<file path="config.mk">
export PLATFORM = sky130hd
export DESIGN_NAME = first_fit_bin_packer_unit_flat
export DESIGN_NICKNAME = d
export VERILOG_FILES = /design/src/rtl/core/ffbp_pkg.sv /design/src/rtl/core/ffbp_if.sv /design/src/rtl/core/ffbp_datapath.sv /design/src/rtl/core/ffbp_ctrl.sv /design/src/rtl/core/first_fit_bin_packer_unit.sv /design/src/flat_wrapper.sv
export SDC_FILE = /design/constraint.sdc
export NUM_CORES = 1
export LEC_CHECK = 0
export BUFFER_PORTS_ARGS = -buffer_cell sky130_fd_sc_hd__buf_2
export CELL_PAD_IN_SITES_DETAIL_PLACEMENT = 0
export CELL_PAD_IN_SITES_GLOBAL_PLACEMENT = 1
export CORE_MARGIN = 2
export CORE_UTILIZATION = 54
export DETAILED_ROUTE_END_ITERATION = 6
export PLACE_DENSITY = 0.84
export SLEW_MARGIN = 20
export SYNTH_ARGS = -nofsm -noshare
export SYNTH_HDL_FRONTEND = slang
export SYNTH_SLANG_ARGS = --single-unit
</file>
<file path="constraint.sdc">
create_clock -name clk -period 20.1 [get_ports clk]
set_input_delay 1.005 -clock clk [delete_from_list [all_inputs] [get_ports clk]]
set_output_delay 1.005 -clock clk [all_outputs]
set_load 0.05 [all_outputs]
</file>
<file path="src/rtl/core/ffbp_pkg.sv">
// Shared types, sizes and helper functions for the first-fit bin packer.
// Used by the controller, the datapath and the top level. No dependencies.
`timescale 1ns / 1ps

package ffbp_pkg;

  // Bin count; must be a power of two, 2 to 1024
  localparam int NUM_BINS = 16;
  localparam int BIN_W    = $clog2(NUM_BINS);
  localparam int NODE_W   = BIN_W + 1;
  localparam int DATA_W   = 16;
  localparam int CHOSEN_W = 4;

  localparam logic [DATA_W-1:0] CAP_RESET = 16'hFFFF;

  // Commands from the controller to the datapath
  typedef struct packed {
    logic load;      // latch the item size, start at the root
    logic fetch;     // read the winner of the probed node
    logic check;     // test the winner's room, step down one level
    logic place;     // add the size to the chosen bin
    logic rd_left;   // replay: read the left child winner
    logic rd_right;  // replay: read the right child winner
    logic rwrite;    // replay: write the node winner, move up
    logic emit;      // load the result into the output register
  } ffbp_cmd_t;

  // Status from the datapath to the controller
  typedef struct packed {
    logic nofit;     // root winner is too small
    logic leaf;      // descent reached a bin
    logic rep_top;   // replay is at the root
  } ffbp_sts_t;

  // Room of a bin, held at zero once the used amount reaches capacity
  function automatic logic [DATA_W-1:0] room_of(input logic [DATA_W-1:0] used,
                                                 input logic [DATA_W-1:0] cap);
    return (used >= cap) ? '0 : (cap - used);
  endfunction

  // Leftmost bin below tree node n
  function automatic logic [BIN_W-1:0] leftmost_leaf(input int n);
    int c;
    c = n;
    for (int k = 0; k < BIN_W; k++) begin
      if (c < NUM_BINS) c = c * 2;
    end
    return BIN_W'(c - NUM_BINS);
  endfunction

  // Bin index masked or extended to the result width
  function automatic logic [CHOSEN_W-1:0] to_chosen(input logic [BIN_W-1:0] b);
    logic [BIN_W+CHOSEN_W-1:0] t;
    t = {{CHOSEN_W{1'b0}}, b};
    return t[CHOSEN_W-1:0];
  endfunction

endpackage

</file>
<file path="src/rtl/core/ffbp_if.sv">
// Channel interfaces for the first-fit bin packer: item, result and config.
// Depends on ffbp_pkg for field widths.
`timescale 1ns / 1ps

interface ffbp_item_if;
  logic                          valid;
  logic                          ready;
  logic [ffbp_pkg::DATA_W-1:0]   item_size;
  modport source (output valid, output item_size, input ready);
  modport sink   (input valid, input item_size, output ready);
endinterface

interface ffbp_res_if;
  logic                          valid;
  logic                          ready;
  logic [ffbp_pkg::CHOSEN_W-1:0] chosen_bin;
  logic [ffbp_pkg::DATA_W-1:0]   room_left;
  logic                          no_fit;
  modport source (output valid, output chosen_bin, output room_left, output no_fit,
                  input ready);
  modport sink   (input valid, input chosen_bin, input room_left, input no_fit,
                  output ready);
endinterface

interface ffbp_cfg_if;
  logic                          valid;
  logic                          ready;
  logic [ffbp_pkg::DATA_W-1:0]   bin_capacity;
  modport source (output valid, output bin_capacity, input ready);
  modport sink   (input valid, input bin_capacity, output ready);
endinterface

</file>
<file path="src/rtl/core/ffbp_datapath.sv">
// Datapath of the first-fit bin packer: bin fill registers, winner tree,
// descent and replay registers, result and output registers. Uses ffbp_pkg.
`timescale 1ns / 1ps

module ffbp_datapath (
  input  logic                          clk,
  input  logic                          rst_n,
  input  ffbp_pkg::ffbp_cmd_t           cmd,
  output ffbp_pkg::ffbp_sts_t           sts,
  input  logic [ffbp_pkg::DATA_W-1:0]   in_item_size,
  input  logic                          cfg_we,
  input  logic [ffbp_pkg::DATA_W-1:0]   cfg_bin_capacity,
  output logic [ffbp_pkg::CHOSEN_W-1:0] out_chosen_bin,
  output logic [ffbp_pkg::DATA_W-1:0]   out_room_left,
  output logic                          out_no_fit
);

  localparam int NB  = ffbp_pkg::NUM_BINS;
  localparam int BW  = ffbp_pkg::BIN_W;
  localparam int NW  = ffbp_pkg::NODE_W;
  localparam int DW  = ffbp_pkg::DATA_W;
  localparam int CW  = ffbp_pkg::CHOSEN_W;

  logic [DW-1:0] cap_r;
  logic [DW-1:0] used_r [NB];
  logic [BW-1:0] win_r  [NB];   // entry 0 is unused; nodes are 1..NB-1

  logic [DW-1:0] size_r;
  logic [NW-1:0] p_r;           // node under test during descent
  logic [BW-1:0] cand_r;        // winner of the node under test
  logic [BW-1:0] rn_r;          // node being rebuilt during replay
  logic [BW-1:0] lw_r;
  logic [BW-1:0] rw_r;
  logic [DW-1:0] lroom_r;

  logic          res_nofit_r;
  logic [BW-1:0] res_bin_r;
  logic [DW-1:0] res_room_r;

  logic [CW-1:0] out_bin_r;
  logic [DW-1:0] out_room_r;
  logic          out_nofit_r;

  logic [NW-1:0] win_addr_c;
  logic [BW-1:0] win_rd_c;
  logic [BW-1:0] used_addr_c;
  logic [DW-1:0] used_rd_c;
  logic [DW-1:0] room_c;
  logic          fit_c;
  logic [NW-1:0] n_c;

  // Winner read port: a leaf node names its own bin
  always_comb begin
    win_addr_c = p_r;
    if (cmd.rd_left)  win_addr_c = {rn_r, 1'b0};
    if (cmd.rd_right) win_addr_c = {rn_r, 1'b1};
    win_rd_c = win_addr_c[BW] ? win_addr_c[BW-1:0] : win_r[win_addr_c[BW-1:0]];
  end

  // Fill read port and room of the addressed bin
  always_comb begin
    used_addr_c = cand_r;
    if (cmd.place)    used_addr_c = res_bin_r;
    if (cmd.rd_right) used_addr_c = lw_r;
    if (cmd.rwrite)   used_addr_c = rw_r;
    used_rd_c = used_r[used_addr_c];
    room_c    = ffbp_pkg::room_of(used_rd_c, cap_r);
  end

  // Descent step: go left when the left winner fits, else right
  assign fit_c = (room_c >= size_r);
  assign n_c   = fit_c ? p_r : (p_r + NW'(1));

  assign sts.nofit   = (p_r == NW'(1)) && !fit_c;
  assign sts.leaf    = n_c[BW];
  assign sts.rep_top = (rn_r == BW'(1));

  // State, descent, replay and result registers
  always_ff @(posedge clk) begin
    if (!rst_n) begin
      cap_r <= ffbp_pkg::CAP_RESET;
      for (int i = 0; i < NB; i++) begin
        used_r[i] <= '0;
        win_r[i]  <= ffbp_pkg::leftmost_leaf(i);
      end
    end else begin
      if (cfg_we) cap_r <= cfg_bin_capacity;

      if (cmd.load) begin
        size_r      <= in_item_size;
        p_r         <= NW'(1);
        res_nofit_r <= 1'b0;
        res_bin_r   <= '0;
        res_room_r  <= '0;
      end

      if (cmd.fetch) cand_r <= win_rd_c;

      if (cmd.check) begin
        p_r <= {n_c[BW-1:0], 1'b0};
        if (sts.nofit) begin
          res_nofit_r <= 1'b1;
        end else if (sts.leaf) begin
          res_bin_r <= n_c[BW-1:0];
        end
      end

      // Place the item and start the replay at the bin's parent
      if (cmd.place) begin
        used_r[res_bin_r] <= used_rd_c + size_r;
        res_room_r        <= room_c - size_r;
        rn_r              <= BW'((NW'(res_bin_r) + NW'(NB)) >> 1);
      end

      if (cmd.rd_left) lw_r <= win_rd_c;

      if (cmd.rd_right) begin
        lroom_r <= room_c;
        rw_r    <= win_rd_c;
      end

      // Rebuild one node, ties to the left, then move up
      if (cmd.rwrite) begin
        win_r[rn_r] <= (lroom_r >= room_c) ? lw_r : rw_r;
        rn_r        <= rn_r >> 1;
      end

      if (cmd.emit) begin
        out_bin_r   <= ffbp_pkg::to_chosen(res_bin_r);
        out_room_r  <= res_room_r;
        out_nofit_r <= res_nofit_r;
      end
    end
  end

  assign out_chosen_bin = out_bin_r;
  assign out_room_left  = out_room_r;
  assign out_no_fit     = out_nofit_r;

  // A new item starts its descent at the root
  a_load_root: assert property (@(posedge clk) disable iff (!rst_n)
    cmd.load |=> (p_r == NW'(1)))
    else $error("descent did not start at the root");

  // A rejected item is never placed
  a_place_not_nofit: assert property (@(posedge clk) disable iff (!rst_n)
    cmd.place |-> !res_nofit_r)
    else $error("placing an item flagged as no fit");

  // Replay never walks past the root
  a_replay_node: assert property (@(posedge clk) disable iff (!rst_n)
    (cmd.rd_left || cmd.rd_right || cmd.rwrite) |-> (rn_r != '0))
    else $error("replay node out of range");

endmodule

</file>
<file path="src/rtl/core/ffbp_ctrl.sv">
// Controller of the first-fit bin packer: sequences descent, placement,
// winner replay and result hand-off. Uses ffbp_pkg command and status types.
`timescale 1ns / 1ps

module ffbp_ctrl (
  input  logic                 clk,
  input  logic                 rst_n,
  input  logic                 in_valid,
  output logic                 in_ready,
  output logic                 out_valid,
  input  logic                 out_ready,
  output ffbp_pkg::ffbp_cmd_t  cmd,
  input  ffbp_pkg::ffbp_sts_t  sts
);

  typedef enum logic [2:0] {
    S_IDLE,
    S_FETCH,
    S_CHECK,
    S_PLACE,
    S_RD_LEFT,
    S_RD_RIGHT,
    S_RWRITE,
    S_EMIT
  } state_t;

  state_t state_r;
  logic   out_valid_r;

  assign in_ready  = (state_r == S_IDLE);
  assign out_valid = out_valid_r;

  // Decode the state into datapath commands
  always_comb begin
    cmd = '0;
    unique case (state_r)
      S_IDLE:     cmd.load     = in_valid;
      S_FETCH:    cmd.fetch    = 1'b1;
      S_CHECK:    cmd.check    = 1'b1;
      S_PLACE:    cmd.place    = 1'b1;
      S_RD_LEFT:  cmd.rd_left  = 1'b1;
      S_RD_RIGHT: cmd.rd_right = 1'b1;
      S_RWRITE:   cmd.rwrite   = 1'b1;
      S_EMIT:     cmd.emit     = !out_valid_r || out_ready;
      default:    cmd          = '0;
    endcase
  end

  // Hold state and the output valid flag
  always_ff @(posedge clk) begin
    if (!rst_n) begin
      state_r     <= S_IDLE;
      out_valid_r <= 1'b0;
    end else begin
      if (cmd.emit)      out_valid_r <= 1'b1;
      else if (out_ready) out_valid_r <= 1'b0;

      unique case (state_r)
        S_IDLE:     if (in_valid) state_r <= S_FETCH;
        S_FETCH:    state_r <= S_CHECK;
        S_CHECK: begin
          if (sts.nofit)     state_r <= S_EMIT;
          else if (sts.leaf) state_r <= S_PLACE;
          else               state_r <= S_FETCH;
        end
        S_PLACE:    state_r <= S_RD_LEFT;
        S_RD_LEFT:  state_r <= S_RD_RIGHT;
        S_RD_RIGHT: state_r <= S_RWRITE;
        S_RWRITE: begin
          if (sts.rep_top) state_r <= S_EMIT;
          else             state_r <= S_RD_LEFT;
        end
        S_EMIT:     if (cmd.emit) state_r <= S_IDLE;
        default:    state_r <= S_IDLE;
      endcase
    end
  end

  // A result is loaded only into a free or draining output register
  a_emit_slot: assert property (@(posedge clk) disable iff (!rst_n)
    cmd.emit |-> (!out_valid_r || out_ready))
    else $error("result overwrites a pending output");

  // Placement always follows a descent step that reached a leaf
  a_place_after_leaf: assert property (@(posedge clk) disable iff (!rst_n)
    cmd.place |-> $past(cmd.check && sts.leaf && !sts.nofit))
    else $error("placement without a completed descent");

  // Finishing the replay at the root leads to the result stage
  a_replay_done: assert property (@(posedge clk) disable iff (!rst_n)
    (cmd.rwrite && sts.rep_top) |=> (state_r == S_EMIT))
    else $error("replay did not finish into the result stage");

  // No new item is taken while one is in flight
  a_busy_after_load: assert property (@(posedge clk) disable iff (!rst_n)
    cmd.load |=> !in_ready)
    else $error("item accepted while busy");

endmodule

</file>
<file path="src/rtl/core/first_fit_bin_packer_unit.sv">
// Top level of the first-fit bin packer: joins controller and datapath.
// Depends on ffbp_pkg, the channel interfaces, ffbp_ctrl and ffbp_datapath.
//
//   channel  dir  payload                              handshake
//   in_ch    in   item_size[15:0]                      valid/ready
//   out_ch   out  chosen_bin[3:0] room_left[15:0] no_fit  valid/ready
//   cfg_ch   in   bin_capacity[15:0]                   valid/ready, ready tied high
//
// One item at a time. A fitting item takes a fetch and a check per tree level on
// the way down, a place step, a left read, a right read and a write per level to
// rebuild the winners, and an emit step that loads the result. A rejected item
// goes from the root check straight to the emit step. The winner tree and bin
// fill registers have one read port each, which sets the per-level cost. Reset
// restores all bins and the tree. A stalled result stalls only the final stage.
`timescale 1ns / 1ps

module first_fit_bin_packer_unit (
  input  logic       clk,
  input  logic       rst_n,
  ffbp_item_if.sink  in_ch,
  ffbp_res_if.source out_ch,
  ffbp_cfg_if.sink   cfg_ch
);

  ffbp_pkg::ffbp_cmd_t cmd;
  ffbp_pkg::ffbp_sts_t sts;

  // Configuration writes are always taken
  assign cfg_ch.ready = 1'b1;

  ffbp_ctrl u_ctrl (
    .clk       (clk),
    .rst_n     (rst_n),
    .in_valid  (in_ch.valid),
    .in_ready  (in_ch.ready),
    .out_valid (out_ch.valid),
    .out_ready (out_ch.ready),
    .cmd       (cmd),
    .sts       (sts)
  );

  ffbp_datapath u_datapath (
    .clk              (clk),
    .rst_n            (rst_n),
    .cmd              (cmd),
    .sts              (sts),
    .in_item_size     (in_ch.item_size),
    .cfg_we           (cfg_ch.valid),
    .cfg_bin_capacity (cfg_ch.bin_capacity),
    .out_chosen_bin   (out_ch.chosen_bin),
    .out_room_left    (out_ch.room_left),
    .out_no_fit       (out_ch.no_fit)
  );

endmodule

</file>
<file path="src/flat_wrapper.sv">
// flat-port wrapper written by rule: the top's interface ports become plain ports
module first_fit_bin_packer_unit_flat 
  (clk, rst_n, in_ch_valid, in_ch_item_size, in_ch_ready, out_ch_valid, out_ch_chosen_bin, out_ch_room_left, out_ch_no_fit, out_ch_ready, cfg_ch_valid, cfg_ch_bin_capacity, cfg_ch_ready);
  ffbp_item_if in_ch_i ();
  ffbp_res_if out_ch_i ();
  ffbp_cfg_if cfg_ch_i ();
  input  logic clk;
  input  logic rst_n;
  input wire logic [$bits(in_ch_i.valid)-1:0] in_ch_valid;
  input wire logic [$bits(in_ch_i.item_size)-1:0] in_ch_item_size;
  output wire logic [$bits(in_ch_i.ready)-1:0] in_ch_ready;
  output wire logic [$bits(out_ch_i.valid)-1:0] out_ch_valid;
  output wire logic [$bits(out_ch_i.chosen_bin)-1:0] out_ch_chosen_bin;
  output wire logic [$bits(out_ch_i.room_left)-1:0] out_ch_room_left;
  output wire logic [$bits(out_ch_i.no_fit)-1:0] out_ch_no_fit;
  input wire logic [$bits(out_ch_i.ready)-1:0] out_ch_ready;
  input wire logic [$bits(cfg_ch_i.valid)-1:0] cfg_ch_valid;
  input wire logic [$bits(cfg_ch_i.bin_capacity)-1:0] cfg_ch_bin_capacity;
  output wire logic [$bits(cfg_ch_i.ready)-1:0] cfg_ch_ready;
  assign in_ch_i.valid = in_ch_valid;
  assign in_ch_i.item_size = in_ch_item_size;
  assign in_ch_ready = in_ch_i.ready;
  assign out_ch_valid = out_ch_i.valid;
  assign out_ch_chosen_bin = out_ch_i.chosen_bin;
  assign out_ch_room_left = out_ch_i.room_left;
  assign out_ch_no_fit = out_ch_i.no_fit;
  assign out_ch_i.ready = out_ch_ready;
  assign cfg_ch_i.valid = cfg_ch_valid;
  assign cfg_ch_i.bin_capacity = cfg_ch_bin_capacity;
  assign cfg_ch_ready = cfg_ch_i.ready;
  first_fit_bin_packer_unit u_core (.clk(clk), .rst_n(rst_n), .in_ch(in_ch_i), .out_ch(out_ch_i), .cfg_ch(cfg_ch_i));
endmodule
</file>
* Word-level counts from Yosys, hierarchy flattened
Memory sizes are Yosys's and may differ from the RTL's. Index checks and enable logic that the tools add are counted.
Word-level totals: input bits 37, RAM bits 320, flip-flop bits (word level) 115, word-level logic and storage cells 286, memories kept 2, output and inout port bits 24
Cells by class: order comparisons 51, add/subtract/negate cells 21, muxes and demuxes 163, eq/ne operators 11, reduce and logical (&&, ||, !) cells 20
Memory list:
- u_core.u_datapath.used_r | depth 16, bits a word 16, read ports 1, clocked after memory_dff 0, wr ports 16, line ffbp_datapath.sv:25 | logic [DW-1:0] used_r [NB];
- u_core.u_datapath.win_r | depth 16, bits a word 4, read ports 1, clocked after memory_dff 0, wr ports 16, line ffbp_datapath.sv:26 | logic [BW-1:0] win_r [NB];
Operator list (number):
- 32-bit 2-to-1 mux | 80
- 32-bit by 6-bit less-than comparator with 1-bit output, second input constant | 48
- 4-bit 2-to-1 mux | 45
- 16-bit 2-to-1 mux | 4
- 4-bit by 1-bit subtractor with 4-bit output, second input constant | 16
- 16-bit greater-or-equal comparator | 3
- 16-bit subtractor | 2
- 5-bit 2-to-1 mux | 5
- 3-bit one-hot mux with 8 select lines | 1
- 1-bit 2-to-1 mux | 22
- 2-bit AND reduction | 9
- 16-bit adder | 1
- 16-bit OR reduction | 1
- 3-bit equality test, second input constant | 4
- 3-bit 2-to-1 mux | 4
- 2-bit nonzero test | 4
- 3-bit by 2-bit equality test with 1-bit output, second input constant | 2
- 4-bit by 5-bit adder with 5-bit output, second input constant | 1
- 5-bit by 1-bit adder with 5-bit output, second input constant | 1
- 5-bit by 1-bit equality test with 1-bit output, second input constant | 1
- 4-bit by 1-bit equality test with 1-bit output, second input constant | 1
- 2-bit 2-to-1 mux | 2
- 4-bit OR reduction | 1
- 3-bit by 1-bit equality test with 1-bit output, second input constant | 1
- 6 further kinds | 7

* Depth between registers and ports, before layout
Gate-level depths: netlist of run 1. An unclocked memory read counts as a cell.
word-level depth 13, gate-level depth with buffers 35, depth with buffers taken out 30

* By module
Synthesis of run 1 repeated with hierarchy kept, for this count alone.
Unflattened totals: cell total of the unflattened synthesis 1927, area, all modules 21733.3 µm²
Modules (own cells, without submodules):
- ffbp_datapath | area each 21400.5 µm², instances 1, seq. area each 12782.3 µm², cells each 1891
- ffbp_ctrl | area each 321.6 µm², instances 1, seq. area each 80.1 µm², cells each 34
- first_fit_bin_packer_unit | area each 11.3 µm², instances 1, seq. area each 0.0 µm², cells each 2

* Least setup slack after synthesis of run 1
OpenSTA, ideal clock, no wires.
path kind reg2reg, start reg u_core.u_ctrl.state_r[1], end mem u_core.u_datapath.win_r[15][1] in the netlist's numbering, data pin, path buffers 6, cell stages (with the launch flop) 35, setup time 0.266 ns, arrival time 6.719 ns, required time 19.834 ns, clock period less this slack 6.986 ns, setup slack 13.114 ns, cells stage by stage dfxtp_1 -> buf_6 -> clkbuf_1 -> nor2_1 -> o21ai_0 -> a32oi_1 -> buf_2 -> buf_2 -> and2_0 -> a211oi_1 -> a31oi_1 -> a211oi_1 -> a21oi_1 -> ha_1 -> fa_1 -> o21ai_0 -> a21oi_1 -> o21ai_0 -> o22ai_1 -> o22ai_1 -> o41a_1 -> a21o_1 -> clkbuf_1 -> nor2b_1 -> ha_1 -> nand2b_1 -> a21o_1 -> a21o_1 -> a21oi_1 -> o21ai_1 -> a2111oi_0 -> o21ai_1 -> mux2i_1 -> clkbuf_1 -> nand2_1
RTL lines:
- start: declaration | line ffbp_ctrl.sv:27 | state_t state_r;
- start signal: assignment | line ffbp_ctrl.sv:52 | state_r <= S_IDLE;
- start signal: assignment | line ffbp_ctrl.sv:59 | S_IDLE: if (in_valid) state_r <= S_FETCH;
- start signal: assignment | line ffbp_ctrl.sv:60 | S_FETCH: state_r <= S_CHECK;
- end: declaration | line ffbp_datapath.sv:26

==> results of run 1 <==
registers in the layout, summed over array words and instances (netlist names):
signal,count
u_core.u_datapath.size_r,16
u_core.u_datapath.cand_r,4
u_core.u_datapath.cap_r,16
u_core.u_datapath.win_r,64
u_core.u_ctrl.out_valid,1
u_core.u_datapath.lroom_r,16
u_core.u_datapath.res_nofit_r,1
u_core.u_datapath.p_r,5
u_core.u_datapath.rw_r,4
u_core.u_datapath.res_room_r,16
u_core.u_datapath.out_no_fit,1
u_core.u_datapath.res_bin_r,4
u_core.u_datapath.rn_r,4
u_core.u_ctrl.state_r,3
u_core.u_datapath.out_chosen_bin,4
u_core.u_datapath.used_r,256
u_core.u_datapath.out_room_left,16
u_core.u_datapath.lw_r,4
worst max path at each step:
stage                     slack (ps)                        endpoint  cells after the start
after detailed placement       10930  u_core.u_datapath.res_bin_r[2]                     28
after CTS                      10850   u_core.u_datapath.win_r[9][1]                     29
after global placement         11160  u_core.u_datapath.res_bin_r[2]                     28
after global routing            9890  u_core.u_datapath.res_bin_r[2]                     31
after floorplan                13110  u_core.u_datapath.win_r[15][1]                     34
final                          10650   u_core.u_datapath.win_r[9][1]                     29
metal layers:
metal	track usage, %	part of all wire, %	vias up
li1	-	-	7141
met1	35.6	42	7379
met2	43.0	48	556
met3	4.03	6.6	110
met4	11.1	3.7	0
met5	0	0	-
stage by stage:
stage	hold slack (ps)	util [%]	power [uW]	worst slack, ps	area, um^2
after floorplan	400	-	1740	13110	21600
after global placement	404	56.4	2030	11160	22300
after detailed placement	405	56.4	2040	10930	22300
after CTS	415	60.0	2870	10850	23700
after global routing	422	60.1	3010	9890	23800
final	413	60.1	2870	10650	23800
Yosys cell counts, drive strengths merged, types with 3 or more instances:
master  count  share of area (%)
and2       66                1.9
ha         65                3.8
a311oi     19               0.77
a21oi      72                1.7
nand4       8               0.23
o32ai       4               0.16
o21ai      56                1.3
nor3       17               0.39
nand2     302                5.3
nor2b      18               0.52
a21boi      5               0.17
a211oi     55                1.9
and3       14               0.41
buf        26               0.68
o31ai       6               0.34
nand2b     11               0.32
nand3b      5               0.17
o21a       22               0.77
o21bai      4               0.14
o22ai       4               0.12
a31oi      39                1.1
o211ai      3               0.10
fa          3               0.28
nor2      407                7.2
mux2        3               0.16
edfxtp    415                 58
a21o       21               0.73
or2         4               0.12
clkbuf     99                1.7
nor4        3              0.087
xor2       20               0.81
xnor2      21               0.89
inv        38               0.66
dfxtp      20                1.9
nor3b       4               0.14
mux4        8               0.84
nand3      42               0.98
mux2i      47                2.2
layout make-up:
type                    count  area [um^2]  area share (%)
flip-flops and latches    435        12900            54.1
well taps                 525          657            2.76
clock inverters            23          246            1.04
clock buffers              55         1180            4.99
multi-input cells        1405         8100            34.1
inverters                  38          143           0.600
repair buffers             96          573            2.41
cell families (layout without fill, tap and decap cells):
family / Yosys count / after routing / synth area share (%)
flops: 435 / 435 / 59.7
compound gates: 327 / 327 / 10.1
other cells: 1 / 1 / 0.0174
mux: 58 / 58 / 3.23
simple gates: 910 / 910 / 18.1
buf+inv: 163 / 212 / 3.07
xor+xnor: 41 / 41 / 1.70
fa+ha+maj: 68 / 68 / 4.05
power by group:
group	leakage, uW	switching, uW	internal [uW]
Clock	0.000697	350	482
Sequential	0.00428	20.2	1030
Combinational	0.00389	654	331
Total	0.00887	1020	1850
critical path: cells and delay by family (launching register included):
| kind | cells | cell delay, ps |
|---|---|---|
| AO/OA/AOI/OAI | 17 | 4180 |
| buffers and inverters | 3 | 1550 |
| AND/OR/NAND/NOR | 5 | 1350 |
| adder cells (fa/ha/maj) | 3 | 1000 |
| flip-flops | 1 | 730 |
| multiplexers | 1 | 300 |
==> flow_summary_export.csv, run 1 <==
group,metric,value,unit
finish,instances_no_fill,2577,
critical_path,crit_top_cell,"a21oi_1",
run,cap_violations,0,
logic_synthesis,ys.flop_type,"edfxtp_1",
timing,hold_viol,0,
cts,post-cts-setup-buffer-count,0,
route,wire_per_inst,21.0,um
critical_path,reg2reg_slack,10650,ps
finish,area_delta_synth_final,10.2,%
cts,clock_path_buffers,3,
logic_synthesis,ys_types,72,
global_route,antenna_found_initial,0,
cts,cts-root-buf,"clkbuf_16",
floorplanning,ioPinCount,61,
logic_synthesis,synth_edf_count,415,
critical_path,worstPathMaxFanout,76,
timing,max_freq,106,MHz
cts,cts_buffers,46,
finish,final_cell_mix,"415 x edfxtp_1, 397 x nor2_1, 301 x nand2_1",
critical_path,critPathLaunch,"u_core.u_ctrl.state_r[1]",
finish,layout_commonest_cell,"edfxtp_1",
placement,post-dp-hpwl,34800,um
finish,fillers,3222,
floorplanning,core,39500,um^2
route,vias_per_cell,5.89,
floorplanning,die_y,204,um
timing,worstMarginPinSlew,1020,ps
critical_path,end_kind,"register",
cts,hold_buffers,0,
global_route,grt_max_degree,80,
global_route,grt_pass1_wl,83600,um
timing,fin_crit_sh,47.0,%
timing,setup_tns,0,ps
finish,diodes,0,
logic_synthesis,yosys_warnings,0,
cts,cts_sinks,435,
logic_synthesis,synthCells,2003,
global_route,grt_pass1_vias,14700,
hold_path,min_to,"u_core.u_datapath.out_room_left[4]",
logic_synthesis,avgSynthCellArea,10.8,um^2
route,num_vias,15200,
critical_path,cp_slowest_cell,"buf_4",
timing,setup-violations-final,0,
route,routed_wl,54200,um
floorplanning,dieArea,41500,um^2
finish,layout.nets,2127,
critical_path,r2r_end,"u_core.u_datapath.win_r[9][1]",
critical_path,reg2reg_depth,29,
cts,worstSkewPairLatency,590,ps
hold_path,hold_class,"reg2reg",
finish,drive_gt1_share,9.45,%
logic_synthesis,ys_ff_latch,435,
outcome,outcome,"complete, no violations",
logic_synthesis,netlist_area,21600,um^2
critical_path,crit_required,20400,ps
placement,place_congestion,0.860,
logic_synthesis,ys_seq_area_share,59.7,%
pwr,peakVddDrop,61.3,uV
logic_synthesis,synthesis.nets,2108,
cts,cts-resized-gates,0,
hold_path,min_path_cells,0,
critical_path,cp_slowest_stage_delay,760,ps
global_route,grt_usage,26.5,%
placement,port_buffers,59,
global_route,gr-total-overflow,0,
route,drc,0,
cts,htree_levels,2,
critical_path,cp.arrival,9750,ps
route,detail-route-antenna-nets,0,
hold_path,min_from,"u_core.u_datapath.res_room_r[4]",
floorplanning,die_w,204,um
timing,min_period,9450,ps
route,dr.first_iter.drc_count,1509,
critical_path,start_kind,"register",
route,drtPass1Iterations,5,
timing,relSlewSlack,29.9,%
pwr,p_per_area,121,nW/um^2
floorplanning,rows,73,
pwr,power_leakage,0.00887,uW
timing,grt_setup_unrepaired,"no",
critical_path,reg2reg_from,"u_core.u_ctrl.state_r[1]",
critical_path,crit_type,"reg2reg",
floorplanning,initial_core_util,54.5,%
placement,place_inst,2499,
cts,clk_pin_slew_worst_paths,60,ps
timing,finClkSkew,24.4,ps
cts,tritoncts,"done",
timing,finalMaxSlewViolations,0,
logic_synthesis,async_flop_share,0,%
Power figures use the tool's default switching activity.
==> run 2: changes to the inputs <==
--- a/config.mk
+++ b/config.mk
@@ -9,9 +9,9 @@
 export CELL_PAD_IN_SITES_DETAIL_PLACEMENT = 0
 export CELL_PAD_IN_SITES_GLOBAL_PLACEMENT = 1
 export CORE_MARGIN = 2
-export CORE_UTILIZATION = 54
+export CORE_UTILIZATION = 46
 export DETAILED_ROUTE_END_ITERATION = 6
-export PLACE_DENSITY = 0.84
+export PLACE_DENSITY = 0.76
 export SLEW_MARGIN = 20
 export SYNTH_ARGS = -nofsm -noshare
 export SYNTH_HDL_FRONTEND = slang
==> constraint.sdc (replaced) <==
create_clock -name clk -period 8.3 [get_ports clk]
set_input_delay 0.415 -clock clk [delete_from_list [all_inputs] [get_ports clk]]
set_output_delay 0.415 -clock clk [all_outputs]
set_load 0.05 [all_outputs]
==> run 2 against run 1 <==
  * Fmax increased by 22%
  * Via count is 1.1% higher
  * Non-clock buffer count is 35 higher
  * Clock skew is 3.6 ps lower
  * Cell area grew 2.3%
  * Register-to-register slack lost 10000 ps
  * Sequential cell count did not move
  * Combinational power rose to 2.5 times the previous value
  * Clock-buffer cell count rose by 6
  * Sequential power grew 140%
  * First-iteration DRC count is 0.60% lower
  * Hold slack got worse by 370 ps
==> flow_summary_export.csv, run 2 (same netlist as run 1, synthesis figures left out) <==
group,metric,value,unit
global_route,antenna_found_initial,0,
critical_path,cp_slowest_cell,"fa_1",
timing,min_period,7770,ps
finish,instances_no_fill,2703,
placement,port_buffers,59,
critical_path,r2r_end,"u_core.u_datapath.res_bin_r[3]",
finish,diodes,0,
finish,fin_area,24300,um^2
critical_path,crit_required,8720,ps
finish,drive_gt1_share,11.1,%
critical_path,critPathTopFamily,"compound AO/OA/AOI/OAI gates",
pwr,p_clk_share,29.2,%
pwr,power_frac_seq,35.9,%
pwr,power_leakage,0.00910,uW
floorplanning,core,46400,um^2
route,wire_per_inst,20.9,um
placement,placed_area,22600,um^2
critical_path,worstPathMaxFanout,18,
timing,setup-violations-final,0,
route,dr.first_iter.drc_count,1500,
critical_path,start_kind,"register",
global_route,grt_max_degree,56,
finish,area_delta_synth_final,12.8,%
timing,max_freq,129,MHz
timing,worstMarginPinSlew,1070,ps
finish,largestRegisters,"u_core.u_datapath.used_r x256, u_core.u_datapath.win_r x64",
floorplanning,ioPinCount,61,
critical_path,path_buf_inv,4,
pwr,internal-power,4550,uW
critical_path,reg2reg_depth,32,
timing,hold_viol,0,
pwr,comb_power_share,34.9,%
finish,largest_reg_flops,256,
pwr,p_per_area,292,nW/um^2
timing,finalMaxSlewViolations,0,
critical_path,cp_slowest_stage_delay,450,ps
critical_path,reg2reg_from,"u_core.u_ctrl.state_r[0]",
cts,htree_levels,2,
cts,cts_sinks,435,
route,drtPass1Iterations,6,
global_route,grt_pass1_vias,14700,
critical_path,crit_type,"reg2reg",
hold_path,hold_class,"in2reg",
route,drc,0,
critical_path,reg2reg_slack,530,ps
critical_path,crit_cells,32,
global_route,gr-total-overflow,0,
cts,clock_path_buffers,3,
cts,worstSkewPairLatency,590,ps
finish,layout_commonest_cell,"edfxtp_1",
critical_path,cp.arrival,8180,ps
floorplanning,die_w,220,um
placement,place_inst,2602,
timing,fin_crit_sh,93.6,%
critical_path,critPathLaunch,"u_core.u_ctrl.state_r[0]",
placement,post-dp-hpwl,37800,um
floorplanning,dieArea,48600,um^2
critical_path,end_kind,"register",
timing,relSlewSlack,28.2,%
global_route,grt_usage,23.5,%
cts,tritoncts,"done",
route,routed_wl,56600,um
route,detail-route-antenna-nets,0,
floorplanning,initial_core_util,46.5,%
run,cap_violations,0,
route,num_vias,15300,
timing,finClkSkew,20.7,ps
cts,cts_buffers,47,
placement,place_congestion,0.871,
timing,setup_tns,0,ps
pwr,p_sw_share,36.0,%
cts,post-cts-setup-buffer-count,0,
finish,layout.nets,2164,
global_route,grt_pass1_wl,86200,um
finish,regMostFlops,"u_core.u_datapath.used_r",
route,vias_per_cell,5.68,
pwr,p_sw,2550,uW
timing,grt_setup_unrepaired,"no",
pwr,peakVddDrop,193,uV
cts,clk_pin_slew_worst_paths,60,ps
finish,final_cell_mix,"415 x edfxtp_1, 396 x nor2_1, 301 x nand2_1",
floorplanning,die_y,220,um
cts,cts-root-buf,"clkbuf_16",
outcome,outcome,"complete, no violations",
critical_path,critical_path.endpoint,"u_core.u_datapath.res_bin_r[3]",
floorplanning,rows,79,
## run 2: cell count changes in the layout (fill, tap and decap cells not counted), sizes merged
cell,before,now
buf,96,117
bufinv,5,4
clkbuf,55,61
clkinv,17,19
dlygate4sd3,0,14
inv,38,39
o31ai,6,7
## run 2: metrics by stage
step,utilization (%),power [uW],hold WS [ps],setup slack [ps]
5_1_grt,52.5,7470,14.3,36.0
4_1_cts,52.3,7130,7.57,334
6_report,52.5,7100,38.4,534
2_1_floorplan,-,4210,400,1310
3_5_place_dp,48.8,5040,405,422
3_3_place_gp,48.8,5020,411,512
## run 2: worst min path at each step
stage	startpoint	endpoint	slack, ps	cells past startpoint
3_3_place_gp	u_core.u_datapath.res_room_r[3]	u_core.u_datapath.out_room_left[3]	410	0
3_5_place_dp	u_core.u_datapath.res_room_r[3]	u_core.u_datapath.out_room_left[3]	410	0
2_1_floorplan	u_core.u_datapath.res_room_r[0]	u_core.u_datapath.out_room_left[0]	400	0
4_1_cts	in_ch_item_size[6]	u_core.u_datapath.size_r[6]	8	1
5_1_grt	in_ch_item_size[6]	u_core.u_datapath.size_r[6]	10	1
6_report	in_ch_item_size[6]	u_core.u_datapath.size_r[6]	40	1
## run 2: final cells by class
class                      count  area, um^2
sequential                   435       12900
fill                        4060       22000
tap                          607         759
multi-input combinational   1406        8160
clock buffer                  61        1280
clock inverter                25         241
timing repair buffer         131         871
inverter                      38         143
## run 2: metal layers
| layer | GRT usage, % | vias to the layer above | wire length, um |
|---|---|---|---|
| met2 | 37.2 | 553 | 26400 |
| met5 | 0 | - | 0 |
| met4 | 9.26 | 0 | 2010 |
| met3 | 3.24 | 101 | 3660 |
| li1 | - | 7241 | - |
| met1 | 32.9 | 7452 | 24600 |
## run 2: timing repair
action,4_1_cts,5_1_grt
gates resized for setup,0,7
endpoints found under the setup margin,0,69
hold buffers,14,0
hold endpoints to repair,14,0
## run 2: power by group through the flow
stage	registers (uW)	logic [uW]	clock network (uW)
floorplan	2570	1640	0
global placement	2590	2420	0
detailed placement	2590	2450	0
CTS	2550	2470	2110
global route	2550	2710	2210
finish	2550	2480	2080
